`src/sv/lnp_pkg.sv`:
```
// ----------------------------------------------------------------------------
// lnp_pkg
// Shared types, constants and helpers for the linked list node pool.
// ----------------------------------------------------------------------------
package lnp_pkg;

   localparam int POOL_DEPTH = 16;
   localparam int ADDR_W     = (POOL_DEPTH > 1) ? $clog2(POOL_DEPTH) : 1;
   localparam int LINK_W     = ADDR_W + 1;
   localparam int IDX_W      = 5;

   typedef logic [ADDR_W-1:0]        addr_type;
   typedef logic signed [LINK_W-1:0] link_type;
   typedef logic signed [IDX_W-1:0]  idx_type;

   localparam link_type NIL_LINK = '1;

   localparam logic [2:0] MODE_INIT   = 3'd0;
   localparam logic [2:0] MODE_PUSH   = 3'd1;
   localparam logic [2:0] MODE_INSERT = 3'd2;
   localparam logic [2:0] MODE_ERASE  = 3'd3;
   localparam logic [2:0] MODE_READ   = 3'd4;

   localparam logic [1:0] STATUS_DONE    = 2'd0;
   localparam logic [1:0] STATUS_FULL    = 2'd1;
   localparam logic [1:0] STATUS_NO_SUCC = 2'd2;

   typedef enum logic [3:0] {
      S_IDLE,
      S_SWEEP,
      S_SENT,
      S_ALLOC,
      S_INS_A,
      S_INS_B,
      S_ER_A,
      S_ER_B,
      S_ER_C,
      S_FETCH
   } lnp_state_type;

   typedef struct packed {
      logic        link_we;
      logic        pay_we;
      addr_type    addr;
      link_type    link;
      logic [7:0]  slot;
      logic [31:0] tick;
   } lnp_wr_type;

   function automatic idx_type to_idx(input link_type l);
      logic signed [31:0] w;
      w = 32'(l);
      return w[IDX_W-1:0];
   endfunction

endpackage

```
`src/sv/lnp_store.sv`:
```
// ----------------------------------------------------------------------------
// lnp_store
// Node storage: next links and payloads, one read and one write per cycle.
// ----------------------------------------------------------------------------
module lnp_store
   import lnp_pkg::*;
(
   input  logic        clock,
   input  logic        reset,
   input  addr_type    rd_addr,
   output link_type    rd_link,
   output logic [7:0]  rd_slot,
   output logic [31:0] rd_tick,
   input  lnp_wr_type  wr
);

   link_type    links_ff [POOL_DEPTH];
   logic [7:0]  slots_ff [POOL_DEPTH];
   logic [31:0] ticks_ff [POOL_DEPTH];

   always_ff @(posedge clock) begin
      if (reset) begin
         for (int i = 0; i < POOL_DEPTH; i++) begin
            if (i == 0 || i == POOL_DEPTH - 1) begin
               links_ff[i] <= NIL_LINK;
            end else begin
               links_ff[i] <= LINK_W'(i + 1);
            end
            slots_ff[i] <= '0;
            ticks_ff[i] <= '0;
         end
      end else begin
         if (wr.link_we) begin
            links_ff[wr.addr] <= wr.link;
         end
         if (wr.pay_we) begin
            slots_ff[wr.addr] <= wr.slot;
            ticks_ff[wr.addr] <= wr.tick;
         end
      end
   end

   assign rd_link = links_ff[rd_addr];
   assign rd_slot = slots_ff[rd_addr];
   assign rd_tick = ticks_ff[rd_addr];

endmodule

```
`src/sv/linked_list_node_pool_top.sv`:
```
// ----------------------------------------------------------------------------
// linked_list_node_pool_top
// Node pool with one singly linked list and a free chain.
//
// The req_ channel carries one operation per transaction: reinitialise, push
// front, insert after node, erase after node, or read node. Every transaction
// returns exactly one rsp_ transaction with status, the touched node and its
// link and payload, and the list and free heads after the operation.
// Operations run one at a time through a small sequencer around one read
// port and one write port on the node store; req_ready is high only while
// idle. A read, ignored op or full pool goes straight to the fetch state;
// push allocates, then fetches; insert allocates, links the new node, relinks
// the given node, then fetches; erase reads the successor, relinks around it,
// frees it, then fetches (straight after the read when there is none);
// reinitialise writes one link per node, then the sentinel, then fetches.
// The result sits in an output register, so a new transaction is taken while
// it waits; a stalled receiver holds the next result in the final step until
// the register frees.
// Synchronous reset restores the free chain with node 0 as the sentinel
// head and clears all payloads.
// ----------------------------------------------------------------------------
module linked_list_node_pool_top
   import lnp_pkg::*;
(
   input  logic          clock,
   input  logic          reset,
   input  logic          req_valid,
   output logic          req_ready,
   input  logic [2:0]    req_mode,
   input  logic [3:0]    req_node,
   input  logic [7:0]    req_entry_slot,
   input  logic [31:0]   req_entry_tick,
   output logic          rsp_valid,
   input  logic          rsp_ready,
   output logic [1:0]    rsp_status,
   output idx_type       rsp_touched_node,
   output idx_type       rsp_touched_next,
   output logic [7:0]    rsp_read_slot,
   output logic [31:0]   rsp_read_tick,
   output idx_type       rsp_list_head,
   output idx_type       rsp_free_head
);

   lnp_state_type state_ff, state_in;

   logic [2:0]  mode_ff, mode_in;
   addr_type    node_ff, node_in;
   logic [7:0]  slot_ff, slot_in;
   logic [31:0] tick_ff, tick_in;
   addr_type    t_ff, t_in;
   addr_type    n_ff, n_in;
   addr_type    sweep_ff, sweep_in;
   link_type    head_ff, head_in;
   link_type    free_ff, free_in;
   link_type    touched_ff, touched_in;
   logic [1:0]  status_ff, status_in;

   logic        rsp_valid_ff, rsp_valid_in;
   logic [1:0]  rsp_status_ff, rsp_status_in;
   idx_type     rsp_node_ff, rsp_node_in;
   idx_type     rsp_next_ff, rsp_next_in;
   logic [7:0]  rsp_slot_ff, rsp_slot_in;
   logic [31:0] rsp_tick_ff, rsp_tick_in;
   idx_type     rsp_head_ff, rsp_head_in;
   idx_type     rsp_free_ff, rsp_free_in;

   addr_type    rd_addr;
   link_type    rd_link;
   logic [7:0]  rd_slot;
   logic [31:0] rd_tick;
   lnp_wr_type  wr;

   logic accept;
   logic node_ok;
   logic out_free;

   assign req_ready = (state_ff == S_IDLE);
   assign accept    = req_valid && req_ready;
   assign node_ok   = 32'(req_node) < POOL_DEPTH;
   assign out_free  = !rsp_valid_ff || rsp_ready;

   lnp_store u_store (
      .clock   (clock),
      .reset   (reset),
      .rd_addr (rd_addr),
      .rd_link (rd_link),
      .rd_slot (rd_slot),
      .rd_tick (rd_tick),
      .wr      (wr)
   );

   // next state
   always_comb begin
      state_in = state_ff;
      case (state_ff)
         S_IDLE: begin
            if (accept) begin
               if (req_mode == MODE_INIT) begin
                  state_in = S_SWEEP;
               end else if (req_mode == MODE_PUSH ||
                            (req_mode == MODE_INSERT && node_ok)) begin
                  state_in = free_ff[LINK_W-1] ? S_FETCH : S_ALLOC;
               end else if (req_mode == MODE_ERASE && node_ok) begin
                  state_in = S_ER_A;
               end else begin
                  state_in = S_FETCH;
               end
            end
         end
         S_SWEEP: begin
            if (sweep_ff == ADDR_W'(POOL_DEPTH - 1)) begin
               state_in = S_SENT;
            end
         end
         S_SENT:  state_in = S_FETCH;
         S_ALLOC: state_in = (mode_ff == MODE_PUSH) ? S_FETCH : S_INS_A;
         S_INS_A: state_in = S_INS_B;
         S_INS_B: state_in = S_FETCH;
         S_ER_A:  state_in = rd_link[LINK_W-1] ? S_FETCH : S_ER_B;
         S_ER_B:  state_in = S_ER_C;
         S_ER_C:  state_in = S_FETCH;
         S_FETCH: begin
            if (out_free) begin
               state_in = S_IDLE;
            end
         end
         default: state_in = S_IDLE;
      endcase
   end

   // datapath control
   always_comb begin
      mode_in    = mode_ff;
      node_in    = node_ff;
      slot_in    = slot_ff;
      tick_in    = tick_ff;
      t_in       = t_ff;
      n_in       = n_ff;
      sweep_in   = sweep_ff;
      head_in    = head_ff;
      free_in    = free_ff;
      touched_in = touched_ff;
      status_in  = status_ff;
      rd_addr    = touched_ff[ADDR_W-1:0];
      wr         = '0;

      rsp_valid_in  = rsp_valid_ff && !rsp_ready;
      rsp_status_in = rsp_status_ff;
      rsp_node_in   = rsp_node_ff;
      rsp_next_in   = rsp_next_ff;
      rsp_slot_in   = rsp_slot_ff;
      rsp_tick_in   = rsp_tick_ff;
      rsp_head_in   = rsp_head_ff;
      rsp_free_in   = rsp_free_ff;

      case (state_ff)
         S_IDLE: begin
            if (accept) begin
               mode_in    = req_mode;
               node_in    = ADDR_W'(req_node);
               slot_in    = req_entry_slot;
               tick_in    = req_entry_tick;
               sweep_in   = '0;
               status_in  = STATUS_DONE;
               touched_in = NIL_LINK;
               if ((req_mode == MODE_PUSH || (req_mode == MODE_INSERT && node_ok)) &&
                   free_ff[LINK_W-1]) begin
                  status_in = STATUS_FULL;
               end else if (req_mode == MODE_READ && node_ok) begin
                  touched_in = LINK_W'({1'b0, ADDR_W'(req_node)});
               end
            end
         end
         S_SWEEP: begin
            wr.link_we = 1'b1;
            wr.addr    = sweep_ff;
            if (sweep_ff == ADDR_W'(POOL_DEPTH - 1)) begin
               wr.link = NIL_LINK;
            end else begin
               wr.link = LINK_W'({1'b0, sweep_ff}) + LINK_W'(1);
            end
            sweep_in = sweep_ff + ADDR_W'(1);
         end
         S_SENT: begin
            rd_addr    = '0;
            free_in    = rd_link;
            wr.link_we = 1'b1;
            wr.pay_we  = 1'b1;
            wr.addr    = '0;
            wr.link    = NIL_LINK;
            head_in    = '0;
            touched_in = '0;
         end
         S_ALLOC: begin
            rd_addr   = free_ff[ADDR_W-1:0];
            n_in      = free_ff[ADDR_W-1:0];
            free_in   = rd_link;
            wr.pay_we = 1'b1;
            wr.addr   = free_ff[ADDR_W-1:0];
            wr.slot   = slot_ff;
            wr.tick   = tick_ff;
            if (mode_ff == MODE_PUSH) begin
               wr.link_we = 1'b1;
               wr.link    = head_ff;
               head_in    = free_ff;
               touched_in = free_ff;
            end
         end
         S_INS_A: begin
            rd_addr    = node_ff;
            wr.link_we = 1'b1;
            wr.addr    = n_ff;
            wr.link    = rd_link;
         end
         S_INS_B: begin
            wr.link_we = 1'b1;
            wr.addr    = node_ff;
            wr.link    = LINK_W'({1'b0, n_ff});
            touched_in = LINK_W'({1'b0, n_ff});
         end
         S_ER_A: begin
            rd_addr = node_ff;
            t_in    = rd_link[ADDR_W-1:0];
            if (rd_link[LINK_W-1]) begin
               status_in = STATUS_NO_SUCC;
            end
         end
         S_ER_B: begin
            rd_addr    = t_ff;
            wr.link_we = 1'b1;
            wr.addr    = node_ff;
            wr.link    = rd_link;
         end
         S_ER_C: begin
            wr.link_we = 1'b1;
            wr.addr    = t_ff;
            wr.link    = free_ff;
            free_in    = LINK_W'({1'b0, t_ff});
            touched_in = LINK_W'({1'b0, t_ff});
         end
         S_FETCH: begin
            if (out_free) begin
               rsp_valid_in  = 1'b1;
               rsp_status_in = status_ff;
               rsp_node_in   = to_idx(touched_ff);
               rsp_head_in   = to_idx(head_ff);
               rsp_free_in   = to_idx(free_ff);
               if (touched_ff[LINK_W-1]) begin
                  rsp_next_in = to_idx(NIL_LINK);
                  rsp_slot_in = '0;
                  rsp_tick_in = '0;
               end else begin
                  rsp_next_in = to_idx(rd_link);
                  rsp_slot_in = rd_slot;
                  rsp_tick_in = rd_tick;
               end
            end
         end
         default: begin
         end
      endcase
   end

   always_ff @(posedge clock) begin
      if (reset) begin
         state_ff     <= S_IDLE;
         rsp_valid_ff <= 1'b0;
         head_ff      <= '0;
         free_ff      <= LINK_W'(1);
      end else begin
         state_ff     <= state_in;
         rsp_valid_ff <= rsp_valid_in;
         head_ff      <= head_in;
         free_ff      <= free_in;
      end
   end

   always_ff @(posedge clock) begin
      mode_ff       <= mode_in;
      node_ff       <= node_in;
      slot_ff       <= slot_in;
      tick_ff       <= tick_in;
      t_ff          <= t_in;
      n_ff          <= n_in;
      sweep_ff      <= sweep_in;
      touched_ff    <= touched_in;
      status_ff     <= status_in;
      rsp_status_ff <= rsp_status_in;
      rsp_node_ff   <= rsp_node_in;
      rsp_next_ff   <= rsp_next_in;
      rsp_slot_ff   <= rsp_slot_in;
      rsp_tick_ff   <= rsp_tick_in;
      rsp_head_ff   <= rsp_head_in;
      rsp_free_ff   <= rsp_free_in;
   end

   assign rsp_valid        = rsp_valid_ff;
   assign rsp_status       = rsp_status_ff;
   assign rsp_touched_node = rsp_node_ff;
   assign rsp_touched_next = rsp_next_ff;
   assign rsp_read_slot    = rsp_slot_ff;
   assign rsp_read_tick    = rsp_tick_ff;
   assign rsp_list_head    = rsp_head_ff;
   assign rsp_free_head    = rsp_free_ff;

endmodule

```
`config.mk`:
```
export PLATFORM = sky130hd
export DESIGN_NAME = linked_list_node_pool_top
export DESIGN_NICKNAME = d
export VERILOG_FILES = /design/src/sv/lnp_pkg.sv /design/src/sv/lnp_store.sv /design/src/sv/linked_list_node_pool_top.sv
export SDC_FILE = /design/constraint.sdc
export NUM_CORES = 1
export LEC_CHECK = 0
export BUFFER_PORTS_ARGS = -buffer_cell sky130_fd_sc_hd__buf_2
export CORE_ASPECT_RATIO = 2
export CORE_MARGIN = 2
export CORE_UTILIZATION = 50
export DETAILED_ROUTE_END_ITERATION = 6
export PLACE_DENSITY = 0.66
export RECOVER_POWER = 50
export SLEW_MARGIN = 20
export SYNTH_ARGS = -nofsm -noshare
export SYNTH_HDL_FRONTEND = slang
export SYNTH_HIERARCHICAL = 1
export SYNTH_SLANG_ARGS = --single-unit
```
`constraint.sdc`:
```
create_clock -name clock -period 5.44 [get_ports clock]
set_input_delay 1.088 -clock clock [delete_from_list [all_inputs] [get_ports clock]]
set_output_delay 1.088 -clock clock [all_outputs]
set_load 0.02 [all_outputs]
```
# == After elaboration in Yosys (flattened, before gate mapping) ==
# Memory sizes are Yosys's and may differ from the RTL's. A register that Yosys moved wholly into a read port is not among the register bits.
# Cells that the tools add are included.
# Widths: inputs -> output; s select.
# totals
n_memories,3
wordCells,121
ramBits,720
out_inout_bits,64
in_bits,51
register_bits,103
# op_classes
mux,50
n_reduce_logical,28
n_addsub,2
eq_ne,20
# memory_table
name,words,word_bits,read_ports,rd_ports_with_merged_regs,wr,line,source
u_store.ticks_ff,16,32,1,1,16,lnp_store.sv:19,logic [31:0] ticks_ff [POOL_DEPTH];
u_store.slots_ff,16,8,1,1,16,lnp_store.sv:18,logic [7:0] slots_ff [POOL_DEPTH];
u_store.links_ff,16,5,1,0,16,lnp_store.sv:17,link_type links_ff [POOL_DEPTH];
# ops
cell,n
$pmux 9 s7,1
$mux 4,13
$mux 40,1
$mux 5,7
$mux 32,1
$pmux 4 s8,1
$reduce_or 32->1,1
$pmux 5 s5,1
$pmux 5 s2,2
$eq 4x3->1 const B,4
$mux 1,16
$pmux 4 s4,1
$eq 4x4->1 const B,3
$reduce_and 3->1,3
$eq 4x2->1 const B,2
$mux 8,1
$ne 2x2->1 const B,4
$pmux 4 s2,1
$reduce_and 2->1,4
$reduce_bool 2->1,4
$reduce_or 8->1,1
$eq 3x1->1 const B,2
$eq 3x2->1 const B,2
$reduce_or 6->1,1
17 further kinds,23

# == Longest topological paths before layout ==
# Gate-level depths: netlist of run 1.
# depth
word_depth,8
mapped_depth,18
mapped_depth_nobuf,12

# == Hierarchy ==
# Netlist of run 1, hierarchy kept.
# modules_own_cells
mod,n_inst,seq_area_each_um2,area_per_inst_um2,cells_each
lnp_store,1,21620.7,32294.7,2015
linked_list_node_pool_top,1,4144.0,6028.3,443

# == Worst setup path after synthesis of run 1 ==
# No wires, ideal clock.
# synth_timing
kind,input-to-reg
start,in rsp_ready
end,"reg rsp_free_ff[0] (netlist: rsp_free_head[0]), enable pin"
setup_time_ns,0.490
required_time_ns,4.950
cell_stages,2
setup_slack_ns,1.024
arrival_time_ns,3.926
path_buffers,0
path_cell_list,nor2b_1 > nor2b_1
# synth_between
elab_chain_cells,2
# synth_lines
element,line,source
from (decl),linked_list_node_pool_top.sv:34,"input logic rsp_ready,"
$logic_or 1x1->1,linked_list_node_pool_top.sv:80,assign out_free = !rsp_valid_ff || rsp_ready;
$reduce_and 2->1 (no source line),-,
to (signal assigned),linked_list_node_pool_top.sv:294,rsp_free_ff <= rsp_free_in;
to (decl),linked_list_node_pool_top.sv:65,"idx_type rsp_free_ff, rsp_free_in;"
# No other way between the ends.
# A chain may end at the register's enable or synchronous reset.

==> metrics.cfg, run 1 <==
[grt]
grt-ovfl-total=0
grt_max_degree=147
grt_pass1_vias=23160
antenna_found_initial=3
grt_usage_pct=28.50
grt_pass1_wl_mm=157.4

[layout]
final_nets=2571
design_area_mm2=0.04222
drive_gt1_share_pct=16.83
syn_to_final_growth_pct=10.17

[synth]
ys.flop_type=edfxtp_1
synth_cells=2458
synth_edf_count=848
synth_seq_cells=863
yosys.area.top_type_share_pct=66.45
synth_most_common_cell=edfxtp_1
yosysTopAreaCell=edfxtp_1
synth_area_mm2=0.03832
syn_area_per_cell_um2=15.59
yosysWarnings=6
syn_nets=2510
synthTopCellsByCount=edfxtp_1, and2_1, mux4_2
synth.distinct_cells=60
yosysSeqAreaShare_pct=67.23
synth.area.top_cells=edfxtp_1, and2_1, mux4_2, a22oi_1, clkbuf_1
postSynth.asyncResetShare_pct=0

[setup_path]
worstPathArrival_ns=5.37
r2r_slack_ns=0.45
startpoint_type=flop
endpoint_kind=flop
worst-path-max-fanout=26
critPathKind=flop to flop
required_ns=5.82

[die]
core.rowCount=143
io_pins=115
start_util_pct=50.52
core-area_mm2=0.07586
die_area_mm2=0.07901
die_y_um=395.5
die_w_um=199.8

[timing]
slew_headroom_pct=-54.04
hold_ws_ns=0.4233
fmax_ghz=0.2005
fin_tns_setup_ns=0
rsz0062_at_grt=no
slew_viol_final=135
tightest_slew_ns=2.306
period_needed_ns=4.988
finalSetupViolCount=0
hold_viol=0
fin_crit_sh_pct=91.69
fin_skew_ns=0.03530

[place]
gp_congestion=1.015
portBuffers=114
dpl.hpwl_mm=62.55
placed_area_mm2=0.04012

[detailed_routing]
avgRoutedWirePerCell_um=30.42
drtIter0Drc=1933
drt_first_pass_iters=7
wl_mm=109.4
vias=21950
drc=4
ant_nets=0
vias_per_cell=6.105

[clocking]
clock_latency_ns=0.67
clkSlewWorstSetupHoldPaths_ns=0.07
numCtsBuffers=77
cts_hold_buffers=0
cts.sinks=863
cts_tree=built
cts-root-buf=clkbuf_16
cts_max_level=3
cts_resized=0
clk_path_buf_depth=3
cts_setup_buffers=0

[power]
peakVddDrop_v=0.0007515
power_density_mw_per_mm2=485.3
p_leak_nw=14.73
total_power_mw=20.49

[flow_run]
maxCapViolations=5

[run_status]
violations=design-rule violations, max-capacitance violations, max-slew violations
outcome=complete, but fails checks

[min_path]
hold_class=flop to flop

[layout make-up]
class,instances,area (um^2)
clock buffer,101,2101
sequential,863,25760
clock inverter,37,224.0
fill,6074,33640
tap,1015,1270
multi-input combinational,1381,11750
inverter,5,18.77
timing repair buffer,191,1089
antenna,2,5.005
[flip-flops by register name (all words and copies together), names as in the netlist, 5 cells and up]
signal and flops:
u_store/links_ff 80, u_store/ticks_ff 512, rsp_list_head 5, rsp_read_slot 8, u_store/slots_ff 128, rsp_touched_node 5
rsp_free_head 5, tick_ff 32, rsp_touched_next 5, touched_ff 5, slot_ff 8, free_ff 5
head_ff 5, rsp_read_tick 32
[power breakdown]
group          switching (mW)  internal (mW)  total, mW
Sequential              0.244           7.95       8.19
Combinational            4.39           2.70       7.09
Clock                    2.43           2.78       5.21
[through the flow]
| step | utilization (%) | cells | setup WS, ns |
|---|---|---|---|
| 6_report | 55.65 | 3595 | 0.4520 |
| 4_1_cts | 55.94 | 3589 | 0.9358 |
| 2_1_floorplan | - | 2458 | 1.024 |
| 5_1_grt | 55.65 | 3593 | 0.3877 |
| 3_3_place_gp | 52.88 | 3451 | 1.032 |
| 3_5_place_dp | 52.88 | 3451 | 0.9664 |
[logic make-up after synthesis]
logic type	share of synthesized area [%]
XOR/XNOR	0.06857
adder cells (fa/ha/maj)	0.03264
AO/OA/AOI/OAI	3.164
flip-flops	67.23
AND/OR/NAND/NOR	16.26
multiplexers	10.75
buffers and inverters	2.501
[metal layers]
| metal | up-vias | GRT usage (%) | wire length, um |
|---|---|---|---|
| li1 | 9263 | - | - |
| met2 | 1057 | 50.76 | 58320 |
| met1 | 11320 | 32.14 | 36880 |
| met3 | 303 | 4.732 | 7453 |
| met5 | - | 0 | 28 |
| met4 | 4 | 15.73 | 6668 |
[layout by cell type (no fill, tap or decap), types with 19 or more instances in the layout]
master     instances
nor2_1            34
nor2b_1           50
clkinv_1          19
and2_0           108
edfxtp_1         848
buf_4             34
and2_1           572
nand2_1           77
clkbuf_1         107
or3_1             42
and3_1            42
mux4_2           180
a22oi_1          106
clkbuf_16         80
buf_2             40
[critical path, stage by stage (launching register included)]
cell	delay, ns
dfxtp_1	0.63
clkbuf_1	0.53
inv_1	0.29
nor4_4	0.68
a22oi_1	0.19
nand2_1	0.18
nand2b_1	0.21
clkbuf_1	0.87
nor2_4	0.07
or2_1	0.61
buf_12	0.36
[final timing paths]
check / startpoint / to / cells past startpoint
worst max register to register: state_ff[2] / u_store/ticks_ff[13][2] / 10
worst max-delay path: state_ff[2] / u_store/ticks_ff[13][2] / 10
worst min-delay path: status_ff[1] / rsp_status[1] / 0
worst min register to register: status_ff[1] / rsp_status[1] / 0
(Power assumes the default switching activity.)
==> run 2, diff against run 1 <==
==> constraint.sdc (replaced) <==
create_clock -name clock -period 6 [get_ports clock]
set_input_delay 1.2 -clock clock [delete_from_list [all_inputs] [get_ports clock]]
set_output_delay 1.2 -clock clock [all_outputs]
set_load 0.02 [all_outputs]
==> metrics.cfg, run 2 (synthesis results as in run 1) <==
[power]
p_leak_nw=14.78
power_density_mw_per_mm2=441.9
peakVddDrop_v=0.0004694

[layout]
final_common_cell=edfxtp_1
top_regs=u_store/ticks_ff x512, u_store/slots_ff x128, u_store/links_ff x80
regMostFlops=u_store/ticks_ff
mostFrequentLayoutCells=edfxtp_1, and2_1, mux4_2, a22oi_1, clkbuf_1
design_area_mm2=0.04227
syn_to_final_growth_pct=10.30
final_nets=2570
largest_register_ffs=512
drive_gt1_share_pct=17.07
postLayoutCoreUtil_pct=55.72

[clocking]
cts_hold_buffers=0
cts_tree=built
cts_max_level=3
cts_resized=0
clk_path_buf_depth=3
cts_setup_buffers=0
numCtsBuffers=76
clkSlewWorstSetupHoldPaths_ns=0.07
cts.sinks=863
clock_latency_ns=0.67
cts-root-buf=clkbuf_16

[min_path]
hold_class=flop to flop

[timing]
finalSetupViolCount=0
hold_viol=0
hold_ws_ns=0.4149
fin_tns_setup_ns=0
rsz0062_at_grt=no
fin_crit_sh_pct=94.55
fmax_ghz=0.1763
slew_viol_final=579
tightest_slew_ns=3.943
fin_skew_ns=0.02570
period_needed_ns=5.673
slew_headroom_pct=-162.9

[setup_path]
worst-path-max-fanout=41
endpoint_kind=flop
critPathKind=flop to flop
worstPathArrival_ns=5.96
startpoint_type=flop
required_ns=6.29

[die]
io_pins=115
core-area_mm2=0.07586
die_w_um=199.8
die_y_um=395.5
start_util_pct=50.52
die_area_mm2=0.07901
core.rowCount=143

[grt]
antenna_found_initial=5
grt_pass1_vias=23330
grt-ovfl-total=0
grt_max_degree=139
grt_pass1_wl_mm=159.8
grt_usage_pct=29.01

[place]
placed_area_mm2=0.04017
gp_congestion=1.038
portBuffers=114
dpl.hpwl_mm=61.41

[detailed_routing]
drc=0
ant_nets=0
vias_per_cell=6.213
vias=22330
drtIter0Drc=2202
drt_first_pass_iters=5
wl_mm=112.4
avgRoutedWirePerCell_um=31.27

[run_status]
violations=max-capacitance violations, max-slew violations
outcome=complete, but fails checks

[flow_run]
maxCapViolations=16

-- run 2: cell types whose count changed in the layout (fill, tap and decap cells not counted), moves of 6 or more --
cell      before  now
clkbuf_2      16    8
buf_4         34   48
and2_0       108   66
clkinv_2      13    7
and2_1       572  614
-- run 2: per-layer routing --
| metal | part of all wire, % | wire, um | up-vias | GRT usage [%] |
|---|---|---|---|---|
| met4 | 5.9 | 6659 | 2 | 16.26 |
| met3 | 7.9 | 8921 | 344 | 5.516 |
| met1 | 33 | 37350 | 11500 | 32.64 |
| li1 | - | - | 9282 | - |
| met2 | 53 | 59430 | 1207 | 51.10 |
| met5 | 0.012 | 13 | - | 0 |
-- run 2: worst paths after layout --
check	from	to	slack (ns)	cells after the start
max	state_ff[3]	touched_ff[3]	0.33	6
min	status_ff[1]	rsp_status[1]	0.41	0
min reg2reg	status_ff[1]	rsp_status[1]	0.41	0
max reg2reg	state_ff[3]	touched_ff[3]	0.33	6
-- run 2: layout make-up --
| cell class | instances | area [um^2] |
|---|---|---|
| Fill cell | 6103 | 33590 |
| Sequential cell | 863 | 25760 |
| Multi-Input combinational cell | 1381 | 11750 |
| Clock buffer | 94 | 2033 |
| Tap cell | 1015 | 1270 |
| Timing Repair Buffer | 191 | 1071 |
| Clock inverter | 44 | 357.8 |
| Inverter | 5 | 18.77 |
| Antenna cell | 1 | 2.502 |
-- run 2: worst max-delay path, cell delays in order (launching register included) --
cell,delay (ns)
dfxtp_1,0.45
clkbuf_1,0.41
nor2b_4,0.19
clkbuf_1,2.25
o21ai_0,1.06
nand2b_1,0.46
a2bb2oi_1,0.47
-- run 2: where the power goes --
| part | leakage, nW | total [mW] | switching, mW | internal (mW) |
|---|---|---|---|---|
| logic | 5.03 | 6.40 | 3.94 | 2.46 |
| registers | 8.61 | 7.44 | 0.227 | 7.21 |
| clock network | 1.15 | 4.84 | 2.24 | 2.60 |
-- run 2: stage by stage --
stage / setup WS (ns) / power (mW) / cells
after global placement: 1.161 / 13.92 / 3455
after floorplan: 1.472 / 11.86 / 2458
final: 0.3271 / 18.68 / 3594
after detailed placement: 1.054 / 13.98 / 3455
after global routing: 0.2906 / 19.34 / 3593
after CTS: 1.031 / 18.80 / 3593
